[src/ofrs_pkg.sv]
// ----------------------------------------------------------------------------
// ofrs_pkg
// Shared types and constants for the oled frame buffer refresh sequencer.
// ----------------------------------------------------------------------------
package ofrs_pkg;

   localparam int DISPLAY_WIDTH_DEF  = 128;
   localparam int DISPLAY_HEIGHT_DEF = 64;
   localparam int FRAME_BYTES_DEF    = 1024;
   localparam int CHUNK_BYTES_DEF    = 16;

   localparam int DEV_ADDR_W = 7;
   localparam int DELAY_W    = 10;
   localparam int CSR_IDX_W  = 1;
   localparam int CSR_DATA_W = 10;

   localparam logic [DEV_ADDR_W-1:0] DEV_ADDR_RESET = 7'd60;
   localparam logic [DELAY_W-1:0]    DELAY_RESET    = 10'd100;

   localparam logic [CSR_IDX_W-1:0] CSR_DEVICE_ADDRESS = 1'b0;
   localparam logic [CSR_IDX_W-1:0] CSR_STARTUP_DELAY  = 1'b1;

   localparam int REQ_DATA_W = 24;
   localparam int REQ_USER_W = 3;
   localparam int RSP_DATA_W = 16;
   localparam int RSP_USER_W = 2;

   // pixel index fits x + 31 * 256
   localparam int PIX_IDX_W = 13;

   localparam int CMDQ_DEPTH = 2;

   localparam int INIT_LEN  = 25;
   localparam int SETUP_LEN = 6;

   localparam logic [7:0] CTRL_CMD  = 8'h00;
   localparam logic [7:0] CTRL_DATA = 8'h40;

   localparam logic [7:0] INIT_LIST [INIT_LEN] = '{
      8'hAE, 8'hD5, 8'h80, 8'hA8, 8'h3F, 8'hD3, 8'h00, 8'h40, 8'h8D, 8'h14,
      8'h20, 8'h00, 8'hA1, 8'hC8, 8'hDA, 8'h12, 8'h81, 8'hCF, 8'hD9, 8'hF1,
      8'hDB, 8'h40, 8'hA4, 8'hA6, 8'hAF
   };

   localparam logic [7:0] WINDOW_LIST [SETUP_LEN] = '{
      8'h21, 8'h00, 8'h7F, 8'h22, 8'h00, 8'h07
   };

   typedef enum logic [2:0] {
      OP_STEP   = 3'd0,
      OP_PIXEL  = 3'd1,
      OP_CLEAR  = 3'd2,
      OP_START  = 3'd3,
      OP_UPDATE = 3'd4,
      OP_ERROR  = 3'd5
   } op_type;

   typedef enum logic [2:0] {
      CMD_STEP,
      CMD_PIXEL,
      CMD_CLEAR,
      CMD_START,
      CMD_UPDATE,
      CMD_ERROR,
      CMD_NOP
   } cmd_kind_type;

   typedef enum logic [2:0] {
      MODE_OFF   = 3'd0,
      MODE_WAIT  = 3'd1,
      MODE_INIT  = 3'd2,
      MODE_READY = 3'd3,
      MODE_SETUP = 3'd4,
      MODE_FRAME = 3'd5,
      MODE_ERROR = 3'd6
   } mode_type;

   typedef enum logic [3:0] {
      BK_CLEAR,
      BK_IDLE,
      BK_PX_WRITE,
      BK_HDR_ADDR,
      BK_HDR_CTRL,
      BK_CMD_BYTE,
      BK_FR_DATA,
      BK_STATUS
   } back_state_type;

   typedef struct packed {
      cmd_kind_type         kind;
      logic                 ms;
      logic                 link_ready;
      logic [PIX_IDX_W-1:0] pix_addr;
      logic [7:0]           pix_mask;
      logic                 pix_on;
   } cmd_type;

endpackage

[src/ofrs_cmd_fifo.sv]
// ----------------------------------------------------------------------------
// ofrs_cmd_fifo
// Short queue of decoded commands between the front and the back end.
// ----------------------------------------------------------------------------
module ofrs_cmd_fifo (
   input  logic              clock,
   input  logic              reset,
   input  logic              push,
   input  ofrs_pkg::cmd_type push_data,
   output logic              full,
   input  logic              pop,
   output logic              pop_valid,
   output ofrs_pkg::cmd_type pop_data
);

   import ofrs_pkg::*;

   localparam int PTR_W = $clog2(CMDQ_DEPTH);
   localparam int CNT_W = $clog2(CMDQ_DEPTH + 1);

   cmd_type              entry_ff [CMDQ_DEPTH];
   logic [PTR_W-1:0]     wr_ptr_ff, wr_ptr_in;
   logic [PTR_W-1:0]     rd_ptr_ff, rd_ptr_in;
   logic [CNT_W-1:0]     count_ff, count_in;
   logic                 do_push;
   logic                 do_pop;

   assign full      = (count_ff == CNT_W'(CMDQ_DEPTH));
   assign pop_valid = (count_ff != '0);
   assign pop_data  = entry_ff[rd_ptr_ff];
   assign do_push   = push && !full;
   assign do_pop    = pop && pop_valid;

   always_comb begin
      wr_ptr_in = do_push ? wr_ptr_ff + 1'b1 : wr_ptr_ff;
      rd_ptr_in = do_pop ? rd_ptr_ff + 1'b1 : rd_ptr_ff;
      count_in  = count_ff;
      if (do_push && !do_pop) begin
         count_in = count_ff + 1'b1;
      end else if (do_pop && !do_push) begin
         count_in = count_ff - 1'b1;
      end
   end

   always_ff @(posedge clock) begin
      if (reset) begin
         wr_ptr_ff <= '0;
         rd_ptr_ff <= '0;
         count_ff  <= '0;
      end else begin
         wr_ptr_ff <= wr_ptr_in;
         rd_ptr_ff <= rd_ptr_in;
         count_ff  <= count_in;
      end
   end

   always_ff @(posedge clock) begin
      if (do_push) begin
         entry_ff[wr_ptr_ff] <= push_data;
      end
   end

endmodule

[config.mk]
export PLATFORM = sky130hd
export DESIGN_NAME = ofrs_cmd_fifo
export DESIGN_NICKNAME = d
export VERILOG_FILES = /design/src/ofrs_pkg.sv /design/src/ofrs_cmd_fifo.sv
export SDC_FILE = /design/constraint.sdc
export NUM_CORES = 1
export LEC_CHECK = 0
export BUFFER_PORTS_ARGS = -buffer_cell sky130_fd_sc_hd__buf_2
export CORE_ASPECT_RATIO = 0.75
export CORE_MARGIN = 4
export CORE_UTILIZATION = 55
export CTS_CLUSTER_SIZE = 20
export DETAILED_ROUTE_END_ITERATION = 16
export HOLD_SLACK_MARGIN = 0.15
export PLACE_DENSITY = 0.85
export SYNTH_ARGS = -nofsm -noshare
export SYNTH_HDL_FRONTEND = slang
export SYNTH_SLANG_ARGS = --single-unit
[constraint.sdc]
create_clock -name clock -period 4.8 [get_ports clock]
set_input_delay 0.48 -clock clock [delete_from_list [all_inputs] [get_ports clock]]
set_output_delay 0.48 -clock clock [all_outputs]
set_load 0.05 [all_outputs]
==> results of run 1 <==
[registers in the layout, summed over array words and instances (netlist names), named ones only]
| name | count |
|---|---|
| entry_ff | 54 |
| count_ff | 2 |
| rd_ptr_ff | 1 |
| wr_ptr_ff | 1 |
[power breakdown]
part / internal (W) / leakage [nW] / switching (W)
logic: 0.000169 / 0.394 / 0.000412
clock network: 0.000232 / 0.0882 / 0.000168
registers: 0.000651 / 0.546 / 0.0000533
total: 0.00105 / 1.03 / 0.000633
[per-layer routing]
metal | GRT usage [%] | part of all wire (%) | vias up | wire, µm
met2 | 27.7 | 53 | 39 | 1940
met3 | 9.25 | 8.7 | 7 | 317
met5 | 0 | 0 | - | 0
li1 | - | - | 550 | -
met4 | 6.96 | 1.5 | 0 | 55
met1 | 16.9 | 37 | 561 | 1350
[cells in the final DEF, fill, tap and decap left out]
| master | instances |
|---|---|
| o21ai_0 | 3 |
| inv_1 | 2 |
| nor2b_2 | 1 |
| bufinv_16 | 1 |
| clkbuf_8 | 9 |
| dfxtp_1 | 5 |
| and2_1 | 1 |
| nor2_1 | 4 |
| clkinv_1 | 2 |
| edfxtp_1 | 54 |
| or2_2 | 1 |
| clkbuf_1 | 2 |
| xor2_1 | 3 |
| or3_1 | 2 |
| ha_1 | 1 |
| clkinv_2 | 1 |
| mux2_2 | 27 |
| a21oi_1 | 2 |
| buf_2 | 59 |
[cell type report]
type	count	share of cell area, %
clock inverters	4	1.59
clock buffers	11	4.90
flip-flops and latches	59	64.2
multi-input cells	45	15.5
well taps	52	2.43
inverters	2	0.280
repair buffers	59	11.0
[cell families after synthesis]
logic type | synth area share, %
XOR/XNOR | 1.21
flip-flops | 79.5
multiplexers | 14.0
buffers and inverters | 1.27
AND/OR/NAND/NOR | 2.25
adder cells (fa/ha/maj) | 0.578
AO/OA/AOI/OAI | 1.16
[through the flow]
step	worst slack, ps	hold slack [ps]
final	2230	342
after global routing	2080	319
after CTS	2190	324
after detailed placement	2570	486
after global placement	2560	468
after floorplan	2960	452
[worst paths after layout]
path | to | slack [ps] | depth (start not counted)
max | pop_data[25] | 2230 | 2
min | entry_ff[0][23] | 340 | 1
max reg2reg | entry_ff[1][20] | 2780 | 3
min reg2reg | wr_ptr_ff | 490 | 2
[critical path: stages, from the launching register on]
cell     delay, ps
dfxtp_1       1100
mux2_2         440
buf_2          220
==> results.yml, run 1 <==
run_status:
  status: "completed"
global_route:
  grt_usage_pct: 16.6
  grt_first_pass_wirelength_um: 5910
  grt_pass1_vias: 1256
  overflow: 0
  grt_max_degree: 28
  antenna_found_initial: 0
sta:
  slew_viol_final: 0
  rsz0062_at_grt: "no"
  min_period_ps: 2570
  skew_ps: 5.22
  fmax_mhz: 389
  tightest_slew_ps: 1240
  finalSetupViolations: 0
  finalHoldViolCount: 0
  tns_ps: 0
  slew_headroom_pct: 17.2
  period_share_pct: 53.5
setup_path:
  endpoint_kind: "primary output"
  cp.arrival_ps: 2090
  rr_startpoint: "count_ff[0]"
  cp.required_ps: 4320
  critPathKind: "reg -> out"
  critPathLaunchType: "flop"
  path_max_fanout: 27
route:
  wl_per_cell_um: 15.8
  drt_pass1_iterations: 4
  drt-total-wl_um: 3660
  drc: 0
  ant_nets: 0
  drt_iter0_markers: 34
  dr_total_vias: 1157
  viasPerCell: 4.99
cells_and_area:
  multi_input_area_um2: 417
  n_fill_cell: 253
  area_delta_synth_final_pct: 23.7
  nNetsFinal: 208
  postLayoutCellArea_mm2: 0.00268
  diodes: 0
  final_util_pct: 71.8
  instances_no_fill: 232
  drive_gt1_share_pct: 55.0
  regArea_mm2: 0.00172
cts:
  post_cts_buffers: 0
  clk_latency_ps: 330
  clk_path_buf_depth: 2
  cts_root_buffer: "clkbuf_8"
  cts.clk_slew.worst_paths_ps: 60
  clkSinkCount: 59
  cts_resized: 0
  holdBufCountCts: 0
  cts_tree: "done"
  cts_buffers: 9
  cts-htree-levels: 3
synth:
  synth_area_per_cell_um2: 19.9
  netlist_area_mm2: 0.00217
  synth_most_common_cell: "edfxtp_1"
  synthTopCellsByArea: "edfxtp_1, mux2_2, dfxtp_1"
  yosysTopAreaCell: "edfxtp_1"
  synthFlopType: "edfxtp_1"
  synthTopCellsByCount: "edfxtp_1, mux2_2, dfxtp_1"
  netlist_instances: 109
  synth-edff-count: 54
  ys_warn_count: 0
  synth.distinct_cells: 15
  yosysTopAreaCellShare_pct: 74.9
  synth_nets: 141
  synth-seq-area-share_pct: 79.5
  ys_ff_latch: 59
  synthArstFlopShare_pct: 0
floorplan:
  fp-row-count: 19
  die_x_um: 80.5
  io_pins: 60
  die_area_mm2: 0.00502
  die_h_um: 62.3
  start_util_pct: 58.0
  core_area_mm2: 0.00373
flow_run:
  maxCapViolCount: 0
hold_path:
  min_from: "push_data[23]"
  min_path_type: "in -> reg"
place:
  dp_hpwl_um: 2470
  place_inst: 217
  dpl_cell_area_mm2: 0.00251
  place_congestion: 0.669
  io_buffers: 59
power:
  power_density_mw_per_mm2: 629
  power_w: 0.00169
  vdd_drop_max_v: 0.000407
  leakagePower_nw: 1.03
(Power assumes the default switching activity.)
==> run 2: changes to the inputs <==
- CORE_UTILIZATION: 55 -> 51
- PLACE_DENSITY: 0.85 -> 0.8
- clock period: 4.8 -> 2.6 ns (I/O delays scaled with it)
==> results.yml, run 2 (synthesis gave the netlist of run 1 again) <==
place:
  dp_hpwl_um: 2570
  io_buffers: 59
  place_congestion: 0.764
global_route:
  grt_max_degree: 28
  overflow: 0
  grt_usage_pct: 17.1
  grt_pass1_vias: 1469
  grt_first_pass_wirelength_um: 6770
  antenna_found_initial: 0
setup_path:
  cp.arrival_ps: 1890
  ff2ff_path_depth: 4
  critPathKind: "reg -> reg"
  path_max_fanout: 15
  endpoint_kind: "flop"
  rrSetupSlack_ps: 730
  critPathLaunchType: "flop"
  r2r_end: "entry_ff[0][11]"
  cp.required_ps: 2620
  rr_startpoint: "count_ff[0]"
cts:
  clk_path_buf_depth: 2
  cts_resized: 0
  cts_tree: "done"
  clkSinkCount: 59
  clk_latency_ps: 330
  cts_root_buffer: "clkbuf_8"
  cts_buffers: 9
  cts-htree-levels: 3
  cts.clk_slew.worst_paths_ps: 60
cells_and_area:
  final_common_cell: "buf_2"
  n_fill_cell: 252
  area_delta_synth_final_pct: 39.9
  multi_input_area_um2: 417
  diodes: 0
  final_util_pct: 74.3
  nNetsFinal: 240
  reg_top3: "entry_ff x54, count_ff x2"
  regArea_mm2: 0.00172
  largest_register: "entry_ff"
  final_cell_mix: "buf_2, edfxtp_1, dlygate4sd3_1"
  largest_reg_flops: 54
  drive_gt1_share_pct: 49.8
hold_path:
  min_from: "push"
  min_path_type: "in -> reg"
  min_to: "wr_ptr_ff"
  holdPathStages: 4
floorplan:
  core_area_mm2: 0.00408
  io_pins: 60
  die_area_mm2: 0.00536
  die_x_um: 83.3
  fp-row-count: 20
  start_util_pct: 53.1
  die_h_um: 64.4
sta:
  min_period_ps: 1870
  tightest_slew_ps: 487
  skew_ps: 4.94
  slew_headroom_pct: 67.5
  slew_viol_final: 0
  tns_ps: 0
  rsz0062_at_grt: "no"
  period_share_pct: 71.9
  finalSetupViolations: 0
  finalHoldViolCount: 0
  fmax_mhz: 535
route:
  drc: 0
  ant_nets: 0
  viasPerCell: 4.82
  dr_total_vias: 1292
  drt_iter0_markers: 46
  drt_pass1_iterations: 5
  wl_per_cell_um: 15.3
  drt-total-wl_um: 4090
flow_run:
  maxCapViolCount: 0
run_status:
  status: "completed"
power:
  leakagePower_nw: 1.18
  power_density_mw_per_mm2: 1090
  vdd_drop_max_v: 0.000620
[run 2: worst max path at each step]
stage	startpoint	end	slack [ps]	depth (start not counted)
floorplan	count_ff[1]	entry_ff[0][0]	760	3
global placement	count_ff[1]	entry_ff[0][2]	820	4
detailed placement	count_ff[0]	entry_ff[0][2]	700	4
CTS	count_ff[0]	entry_ff[0][4]	690	4
global route	count_ff[0]	entry_ff[0][5]	590	4
finish	count_ff[0]	entry_ff[0][11]	730	4
[run 2: final cells by class]
class | instances | share of cell area, %
flip-flops and latches | 59 | 56.8
repair buffers | 91 | 20.0
multi-input cells | 45 | 13.8
clock buffers | 11 | 4.34
clock inverters | 5 | 2.56
well taps | 55 | 2.27
inverters | 2 | 0.248
[run 2: per-stage QoR]
step	instances	setup slack, ps	power [W]	area, µm²	hold slack [ps]
2_1_floorplan	109	756	0.00217	2170	329
3_3_place_gp	224	815	0.00239	2540	448
3_5_place_dp	224	704	0.00243	2540	453
4_1_cts	268	691	0.00332	3030	322
5_1_grt	268	591	0.00345	3030	362
6_report	268	731	0.00329	3030	336
[run 2: critical path, cell delays in order, from the launching register on]
cell	delay, ps
dfxtp_1	420
nor2b_2	90
or3_1	330
inv_1	380
buf_4	330
[run 2: per-layer routing]
metal  share of wire [%]  global-route usage, %  wire length (µm)
met1                  36                   16.2              1480
met2                  53                   30.4              2150
met3                 9.3                   9.02               382
met4                 1.9                   8.78                76
met5                   0                      0                 0
[run 2: report_power, final]
part           leakage [nW]  internal (W)  switching (W)
Clock                 0.103      0.000536       0.000319
Combinational         0.532      0.000358       0.000840
Sequential            0.546       0.00120      0.0000442
Total                  1.18       0.00209        0.00120
[run 2: repair_timing]
item | in CTS | in global routing
hold endpoints to repair | 55 | 0
setup buffers | 0 | 0
hold buffers | 28 | 0
