<file path="config.mk">
export PLATFORM = sky130hd
export DESIGN_NAME = ofrs_front
export DESIGN_NICKNAME = d
export VERILOG_FILES = /design/src/ofrs_pkg.sv /design/src/ofrs_front.sv
export SDC_FILE = /design/constraint.sdc
export NUM_CORES = 1
export LEC_CHECK = 0
export BUFFER_PORTS_ARGS = -buffer_cell sky130_fd_sc_hd__clkbuf_2
export CAP_MARGIN = 15
export CORE_AREA = 4 4 41 43
export DETAILED_ROUTE_END_ITERATION = 7
export DIE_AREA = 0 0 45 47
export GPL_TIMING_DRIVEN = 0
export PLACE_DENSITY = 0.73
export SYNTH_ARGS = -nofsm -noshare
export SYNTH_HDL_FRONTEND = slang
export SYNTH_SLANG_ARGS = --single-unit
</file>
<file path="constraint.sdc">
create_clock -name vclk -period 0.8
set_clock_uncertainty 0.05 [all_clocks]
set_input_delay 0 -clock vclk [all_inputs]
set_output_delay 0 -clock vclk [all_outputs]
set_load 0.05 [all_outputs]
</file>
<file path="src/ofrs_pkg.sv">
// ----------------------------------------------------------------------------
// ofrs_pkg
// Shared types and constants for the oled frame buffer refresh sequencer.
// ----------------------------------------------------------------------------
package ofrs_pkg;

   localparam int DISPLAY_WIDTH_DEF  = 128;
   localparam int DISPLAY_HEIGHT_DEF = 64;
   localparam int FRAME_BYTES_DEF    = 1024;
   localparam int CHUNK_BYTES_DEF    = 16;

   localparam int DEV_ADDR_W = 7;
   localparam int DELAY_W    = 10;
   localparam int CSR_IDX_W  = 1;
   localparam int CSR_DATA_W = 10;

   localparam logic [DEV_ADDR_W-1:0] DEV_ADDR_RESET = 7'd60;
   localparam logic [DELAY_W-1:0]    DELAY_RESET    = 10'd100;

   localparam logic [CSR_IDX_W-1:0] CSR_DEVICE_ADDRESS = 1'b0;
   localparam logic [CSR_IDX_W-1:0] CSR_STARTUP_DELAY  = 1'b1;

   localparam int REQ_DATA_W = 24;
   localparam int REQ_USER_W = 3;
   localparam int RSP_DATA_W = 16;
   localparam int RSP_USER_W = 2;

   // pixel index fits x + 31 * 256
   localparam int PIX_IDX_W = 13;

   localparam int CMDQ_DEPTH = 2;

   localparam int INIT_LEN  = 25;
   localparam int SETUP_LEN = 6;

   localparam logic [7:0] CTRL_CMD  = 8'h00;
   localparam logic [7:0] CTRL_DATA = 8'h40;

   localparam logic [7:0] INIT_LIST [INIT_LEN] = '{
      8'hAE, 8'hD5, 8'h80, 8'hA8, 8'h3F, 8'hD3, 8'h00, 8'h40, 8'h8D, 8'h14,
      8'h20, 8'h00, 8'hA1, 8'hC8, 8'hDA, 8'h12, 8'h81, 8'hCF, 8'hD9, 8'hF1,
      8'hDB, 8'h40, 8'hA4, 8'hA6, 8'hAF
   };

   localparam logic [7:0] WINDOW_LIST [SETUP_LEN] = '{
      8'h21, 8'h00, 8'h7F, 8'h22, 8'h00, 8'h07
   };

   typedef enum logic [2:0] {
      OP_STEP   = 3'd0,
      OP_PIXEL  = 3'd1,
      OP_CLEAR  = 3'd2,
      OP_START  = 3'd3,
      OP_UPDATE = 3'd4,
      OP_ERROR  = 3'd5
   } op_type;

   typedef enum logic [2:0] {
      CMD_STEP,
      CMD_PIXEL,
      CMD_CLEAR,
      CMD_START,
      CMD_UPDATE,
      CMD_ERROR,
      CMD_NOP
   } cmd_kind_type;

   typedef enum logic [2:0] {
      MODE_OFF   = 3'd0,
      MODE_WAIT  = 3'd1,
      MODE_INIT  = 3'd2,
      MODE_READY = 3'd3,
      MODE_SETUP = 3'd4,
      MODE_FRAME = 3'd5,
      MODE_ERROR = 3'd6
   } mode_type;

   typedef enum logic [3:0] {
      BK_CLEAR,
      BK_IDLE,
      BK_PX_WRITE,
      BK_HDR_ADDR,
      BK_HDR_CTRL,
      BK_CMD_BYTE,
      BK_FR_DATA,
      BK_STATUS
   } back_state_type;

   typedef struct packed {
      cmd_kind_type         kind;
      logic                 ms;
      logic                 link_ready;
      logic [PIX_IDX_W-1:0] pix_addr;
      logic [7:0]           pix_mask;
      logic                 pix_on;
   } cmd_type;

endpackage

</file>
<file path="src/ofrs_front.sv">
// ----------------------------------------------------------------------------
// ofrs_front
// Takes request transactions, decodes the operation and checks pixel range.
// ----------------------------------------------------------------------------
module ofrs_front #(
   parameter int DISPLAY_WIDTH  = ofrs_pkg::DISPLAY_WIDTH_DEF,
   parameter int DISPLAY_HEIGHT = ofrs_pkg::DISPLAY_HEIGHT_DEF,
   parameter int FRAME_BYTES    = ofrs_pkg::FRAME_BYTES_DEF
) (
   input  logic                            req_tvalid,
   output logic                            req_tready,
   input  logic [ofrs_pkg::REQ_DATA_W-1:0] req_tdata,
   input  logic [ofrs_pkg::REQ_USER_W-1:0] req_tuser,
   input  logic                            hold,
   input  logic                            q_full,
   output logic                            q_push,
   output ofrs_pkg::cmd_type               q_cmd
);

   import ofrs_pkg::*;

   logic                 ms;
   logic                 link_ready;
   logic [7:0]           pix_x;
   logic [7:0]           pix_y;
   logic                 pix_on;
   logic [PIX_IDX_W-1:0] pix_idx;
   logic                 in_range;

   assign ms         = req_tdata[0];
   assign link_ready = req_tdata[1];
   assign pix_x      = req_tdata[9:2];
   assign pix_y      = req_tdata[17:10];
   assign pix_on     = req_tdata[18];

   assign pix_idx = PIX_IDX_W'(pix_x)
                  + PIX_IDX_W'(pix_y[7:3]) * PIX_IDX_W'(DISPLAY_WIDTH);

   assign in_range = ({1'b0, pix_x} < 9'(DISPLAY_WIDTH))
                  && ({1'b0, pix_y} < 9'(DISPLAY_HEIGHT))
                  && ({1'b0, pix_idx} < (PIX_IDX_W + 1)'(FRAME_BYTES));

   always_comb begin
      q_cmd            = '0;
      q_cmd.ms         = ms;
      q_cmd.link_ready = link_ready;
      q_cmd.pix_addr   = pix_idx;
      q_cmd.pix_mask   = 8'(8'd1 << pix_y[2:0]);
      q_cmd.pix_on     = pix_on;
      unique case (op_type'(req_tuser))
         OP_STEP:   q_cmd.kind = CMD_STEP;
         OP_PIXEL:  q_cmd.kind = in_range ? CMD_PIXEL : CMD_NOP;
         OP_CLEAR:  q_cmd.kind = CMD_CLEAR;
         OP_START:  q_cmd.kind = CMD_START;
         OP_UPDATE: q_cmd.kind = CMD_UPDATE;
         OP_ERROR:  q_cmd.kind = CMD_ERROR;
         default:   q_cmd.kind = CMD_NOP;
      endcase
   end

   assign req_tready = !q_full && !hold;
   assign q_push     = req_tvalid && req_tready;

endmodule

</file>
==> results of run 1 <==
-- power breakdown --
part | switching [µW] | internal, µW | total (µW)
clock | 0 | 0 | 0
combinational | 432 | 272 | 704
sequential | 0 | 0 | 0
total | 432 | 272 | 704
-- timing repair --
item | in CTS | in global routing
hold endpoints to repair | 0 | 0
setup endpoints to repair | 8 | 8
pin swaps | 4 | 2
gates resized for setup | 24 | 9
setup buffers | 5 | 1
-- worst max path at each step --
stage                  from  slack (ps)   endpoint  depth (start not counted)
2_1_floorplan  req_tdata[9]        -210  q_cmd[20]                          4
6_report       req_tdata[9]        -270  q_cmd[26]                          7
3_3_place_gp   req_tdata[9]        -440  q_cmd[26]                          6
3_5_place_dp   req_tdata[9]        -450  q_cmd[26]                          6
4_1_cts        req_tdata[9]        -350  q_cmd[26]                          7
5_1_grt        req_tdata[9]        -300  q_cmd[26]                          7
-- cells by family (layout without fill, tap and decap cells) --
| logic type | Yosys count | after routing | synth area share [%] |
|---|---|---|---|
| AND/OR/NAND/NOR | 15 | 15 | 37.67 |
| buffers and inverters | 10 | 59 | 26.91 |
| AO/OA/AOI/OAI | 5 | 5 | 17.04 |
| XOR/XNOR | 3 | 3 | 9.419 |
| adder cells (fa/ha/maj) | 2 | 2 | 8.967 |
-- cell type report --
cell class,instances,area (µm²)
Multi-Input combinational cell,25,342.8
Timing Repair Buffer,49,381.6
Tap cell,15,18.77
Buffer,10,75.07
Fill cell,115,483.0
-- stage by stage --
step | hold slack [ps] | setup TNS (ps)
after floorplan | 4.646 | -432.7
after global placement | 278.9 | -2355
after detailed placement | 279.3 | -2386
after CTS | 279.5 | -1672
after global routing | 286.0 | -1650
final | 277.7 | -1458
-- routing by layer --
metal  vias to the layer above  track usage, %  wire length [µm]
met3                         0           1.149               159
met1                       198           10.63               317
met4                         0               0                 0
met2                        35           27.12               666
met5                         -               0                 0
li1                        215               -                 -
-- placed cells by master, fill, tap and decap left out --
cell type	n
nor2_1	1
buf_8	8
ha_4	2
nor3_2	1
nand3_2	1
and2_2	1
buf_4	14
nor3b_2	3
xnor2_2	1
clkbuf_16	2
and3_1	1
o21bai_4	2
and3b_1	2
and3_4	1
o41ai_4	1
nand2_1	1
o31a_2	1
a21boi_0	1
xor2_4	2
and3_2	1
nor2_4	1
buf_6	1
buf_2	1
clkbuf_2	33
nor4_2	1
==> flow_summary.json, run 1 <==
{
  "antenna_found_initial": 0,
  "wl_per_cell_um": 11.54,
  "finalSetupViolCount": 8,
  "path_buf_inv": 3,
  "hold_violations": 0,
  "grt_usage_pct": 11.51,
  "io_pins": 59,
  "finalPower_uw": 704.1,
  "hp-class": "in2out",
  "postCtsHoldBufs": 0,
  "crit_family": "buffers and inverters",
  "die_y_um": 47,
  "dp_hpwl_um": 869,
  "grt_start_max_net_pins": 9,
  "drtIter0Drc": 0,
  "slew_violations": 0,
  "setup_slack_ps": -270.7,
  "ys_warn_count": 0,
  "synth.area.top_cells": "buf_4, ha_1, nor3b_1",
  "cp_slowest_cell": "o41ai_4",
  "ir_worst_vdd_v": 0.0003973,
  "globalplace.congestion": 0.6291,
  "synth.avg_cell_area_um2": 7.972,
  "nets": 118,
  "clockBufferCount": 0,
  "coreArea_um2": 1301,
  "synthToLayoutAreaGrowth_pct": 193.3,
  "grt_pass1_wl_um": 1897,
  "viasPerCell": 4.525,
  "cp_cell_sequence": "clkbuf_16 > ha_4 > and3_4 > o41ai_4 > buf_4 > o21bai_4 > buf_8",
  "final_cells": 99,
  "crit_type": "in2out",
  "initial_core_util_pct": 21.44,
  "p_per_area_nw_per_um2": 860.5,
  "hold-path-endpoint": "q_cmd[23]",
  "hold_depth": 2,
  "gr-total-overflow": 0,
  "synth_cell_types": 19,
  "status": "complete, but fails checks",
  "max_freq_mhz": 934.0,
  "start_kind": "input port",
  "synth_top_cell_by_area": "buf_4",
  "relSlewSlack_pct": 81.42,
  "critical_path_required_ps": 750,
  "synth_most_common_cell": "buf_4",
  "synth_area_um2": 279.0,
  "cap_violations": 0,
  "die_x_um": 45,
  "drt.antenna.violating_nets": 0,
  "failed_checks": "negative setup slack",
  "fin_area_um2": 818.3,
  "dr.pass1.iters": 1,
  "worst-slew-pin-transition_ps": 279.9,
  "syn_nets": 67,
  "netlist.area_leader.share_pct": 26.91,
  "layout.area.seq_um2": 0,
  "grt_pass1_vias": 479,
  "rsz0062_at_grt": "true",
  "syn_inst": 35,
  "seq_cells": 0,
  "endpoint_kind": "output pin",
  "critPathMaxStageDelay_ps": 190,
  "synth.top_cells.by_count": "buf_4, nor3b_1",
  "period_share_pct": 133.8,
  "final_util_pct": 62.88,
  "drc": 0,
  "port_buffers": 44,
  "drive_gt1_share_pct": 92.86,
  "routed_wl_um": 1142,
  "dpl_cell_area_um2": 641.9,
  "min_period_ps": 1071,
  "holdCritStartpoint": "req_tdata[0]",
  "dp_worst_setup_slack_ps": -446.1,
  "diodes": 0,
  "cp.arrival_ps": 1020,
  "dp.cells": 94,
  "critPathMaxFanout": 3,
  "synth-seq-area-share_pct": 0,
  "dieArea_um2": 2115,
  "rows": 13,
  "p_leak_uw": 0.0004218,
  "vias": 448
}
(Power assumes the default switching activity.)
==> run 2, diff against run 1 <==
Settings changed: SETUP_SLACK_MARGIN set to 0.5.
==> flow_summary.json, run 2 <==
{
  "synth_area_um2": 279.0,
  "synth_top_cell_by_area": "buf_4",
  "netlist.area_leader.share_pct": 26.91,
  "synth.avg_cell_area_um2": 7.972,
  "synth_cell_types": 19,
  "synth-seq-area-share_pct": 0,
  "globalplace.congestion": 0.6138,
  "stop_error": "[ERROR DPL-0038] Utilization greater than 100%, impossible to legalize",
  "die_x_um": 45,
  "status": "aborted with a tool error",
  "cts_resized": 96,
  "io_pins": 59,
  "dp_worst_setup_slack_ps": -425.0,
  "postCtsHoldBufs": 0,
  "initial_core_util_pct": 21.44,
  "syn_nets": 67,
  "port_buffers": 44,
  "synth.top_cells.by_count": "buf_4, nor3b_1",
  "rows": 13,
  "synth_most_common_cell": "buf_4",
  "dp_hpwl_um": 993.6,
  "syn_inst": 35,
  "ys_warn_count": 0,
  "synth.area.top_cells": "buf_4, ha_1, nor3b_1",
  "cts_setup_buffers": 5,
  "haltStage": "clock tree synthesis (4_1_cts)",
  "die_y_um": 47
}
## run 2: cell counts after synthesis
Identical to the previous run, type by type.
## run 2: cell families after synthesis
| kind of cell | count (synthesis) | share of synthesized area (%) |
|---|---|---|
| and+or+nand+nor | 15 | 37.67 |
| buffers and inverters | 10 | 26.91 |
| AOI/OAI and AO/OA | 5 | 17.04 |
| xor gates and xnor gates | 3 | 9.419 |
| adders and majority gates | 2 | 8.967 |
## run 2: metrics by stage
| stage | util, % | area (µm²) | cells | hold slack, ps |
|---|---|---|---|---|
| detailed placement | 54.90 | 714.4 | 94 | 279.5 |
| floorplan | - | 475.5 | 35 | 3.449 |
| global placement | 54.90 | 714.4 | 94 | 279.0 |
==> run 3, diff against run 2 <==
Settings changed: CORE_AREA 4 4 41 43 to 4 4 65 67, DIE_AREA 0 0 45 47 to 0 0 69 71, PLACE_DENSITY 0.73 to unset, PLACE_DENSITY_LB_ADDON set to 0.15, SETUP_SLACK_MARGIN 0.5 to unset.
Clock period 0.8 ns to 1 ns, I/O delays scaled along.
==> flow_summary.json, run 3 (synthesis results as in run 1) <==
{
  "hold_depth": 2,
  "grt_pass1_vias": 335,
  "initial_core_util_pct": 7.679,
  "p_per_area_nw_per_um2": 674.4,
  "synthToLayoutAreaGrowth_pct": 152.0,
  "status": "complete, but fails checks",
  "antenna_found_initial": 0,
  "busiest_layer": "met2",
  "ir_worst_vdd_v": 0.0001751,
  "period_share_pct": 102.6,
  "routed_wl_um": 1108,
  "gr-total-overflow": 0,
  "critPathMaxFanout": 3,
  "io_pins": 59,
  "fin_area_um2": 703.2,
  "start_kind": "input port",
  "nets": 115,
  "relSlewSlack_pct": 81.28,
  "endpoint_kind": "output pin",
  "seq_power_share_pct": 0,
  "globalplace.congestion": 0.5479,
  "dp_worst_setup_slack_ps": -216.9,
  "comb_power_share_pct": 100.0,
  "most-common-layout-cells": "clkbuf_2, buf_4, clkbuf_8, nor3b_2",
  "dieArea_um2": 4899,
  "mostFrequentLayoutCell": "clkbuf_2",
  "wl_per_cell_um": 8.589,
  "clockBufferCount": 0,
  "max_freq_mhz": 975.1,
  "drive_gt1_share_pct": 83.95,
  "critPathMaxStageDelay_ps": 240,
  "grt_use_met1_pct": 4.431,
  "slew_violations": 0,
  "finalPower_uw": 474.2,
  "die_x_um": 69,
  "min_period_ps": 1026,
  "drt.antenna.violating_nets": 0,
  "viasPerCell": 3.202,
  "hold_violations": 0,
  "postCtsHoldBufs": 0,
  "dpl_cell_area_um2": 596.8,
  "nFillCells": 428,
  "rows": 22,
  "grt_pass1_wl_um": 1545,
  "rsz0062_at_grt": "true",
  "port_buffers": 44,
  "setup_slack_ps": -25.57,
  "dp_hpwl_um": 1025,
  "layout.area.seq_um2": 0,
  "intPower_uw": 154.5,
  "dr.pass1.iters": 2,
  "worst-slew-pin-transition_ps": 279.9,
  "coreArea_um2": 3633,
  "vias": 413,
  "drtIter0Drc": 4,
  "pwr-share-clk_pct": 0,
  "seq_cells": 0,
  "grtUsageMet3_pct": 0.7102,
  "cap_violations": 0,
  "hp-class": "in2out",
  "finalSetupViolCount": 3,
  "multi_input_area_um2": 265.3,
  "cp_cell_sequence": "clkbuf_16 > ha_4 > and3_4 > o41ai_4 > o21bai_1 > clkbuf_8",
  "p_sw_share_pct": 67.42,
  "cp.arrival_ps": 980,
  "drc": 0,
  "grt_start_max_net_pins": 9,
  "p_sw_uw": 319.7,
  "critical_path_required_ps": 950,
  "diodes": 0,
  "failed_checks": "negative setup slack",
  "cp_slowest_cell": "o41ai_4",
  "grt_use_met2_pct": 6.780,
  "p_leak_uw": 0.0003764,
  "grt_usage_pct": 3.584,
  "crit_type": "in2out",
  "die_y_um": 71
}
-- run 3: cell type report --
| cell class | instances | share of cell area, % |
|---|---|---|
| buffer | 10 | 10.68 |
| multi-input combinational | 25 | 37.72 |
| tap | 48 | 8.541 |
| timing repair buffer | 46 | 43.06 |
-- run 3: critical path: cells and delay by family --
kind | cells | cell delay [ps]
AO/OA/AOI/OAI | 2 | 360
adder cells (fa/ha/maj) | 1 | 150
AND/OR/NAND/NOR | 1 | 160
buffers and inverters | 2 | 310
-- run 3: timing repair --
item / 4_1_cts / 5_1_grt
pin swaps: 4 / 3
resized for setup: 17 / 3
setup buffers: 2 / 0
setup endpoints to repair: 7 / 7
-- run 3: worst paths after layout --
path	start	endpoint	slack, ps
max	req_tdata[9]	q_cmd[26]	-30
min	req_tdata[6]	q_cmd[13]	280
-- run 3: layer usage --
metal | up-vias | part of all wire, %
met3 | 0 | 9.3
met4 | 0 | 0
met2 | 22 | 53
li1 | 212 | -
met5 | - | 0
met1 | 179 | 37
-- run 3: power groups by stage --
stage               registers [µW]  logic [µW]  clock network, µW
floorplan                        0         321                  0
global placement                 0         435                  0
detailed placement               0         436                  0
CTS                              0         479                  0
global route                     0         499                  0
finish                           0         474                  0
-- run 3: metrics by stage --
stage | cells | setup TNS [ps] | utilization (%) | hold WS (ps)
6_report | 129 | -57.16 | 19.35 | 277.7
3_5_place_dp | 127 | -891.9 | 16.43 | 279.5
2_1_floorplan | 35 | -623.2 | - | 43.86
5_1_grt | 129 | -274.6 | 19.35 | 282.0
3_3_place_gp | 127 | -829.1 | 16.43 | 280.2
4_1_cts | 129 | -286.7 | 19.32 | 279.4
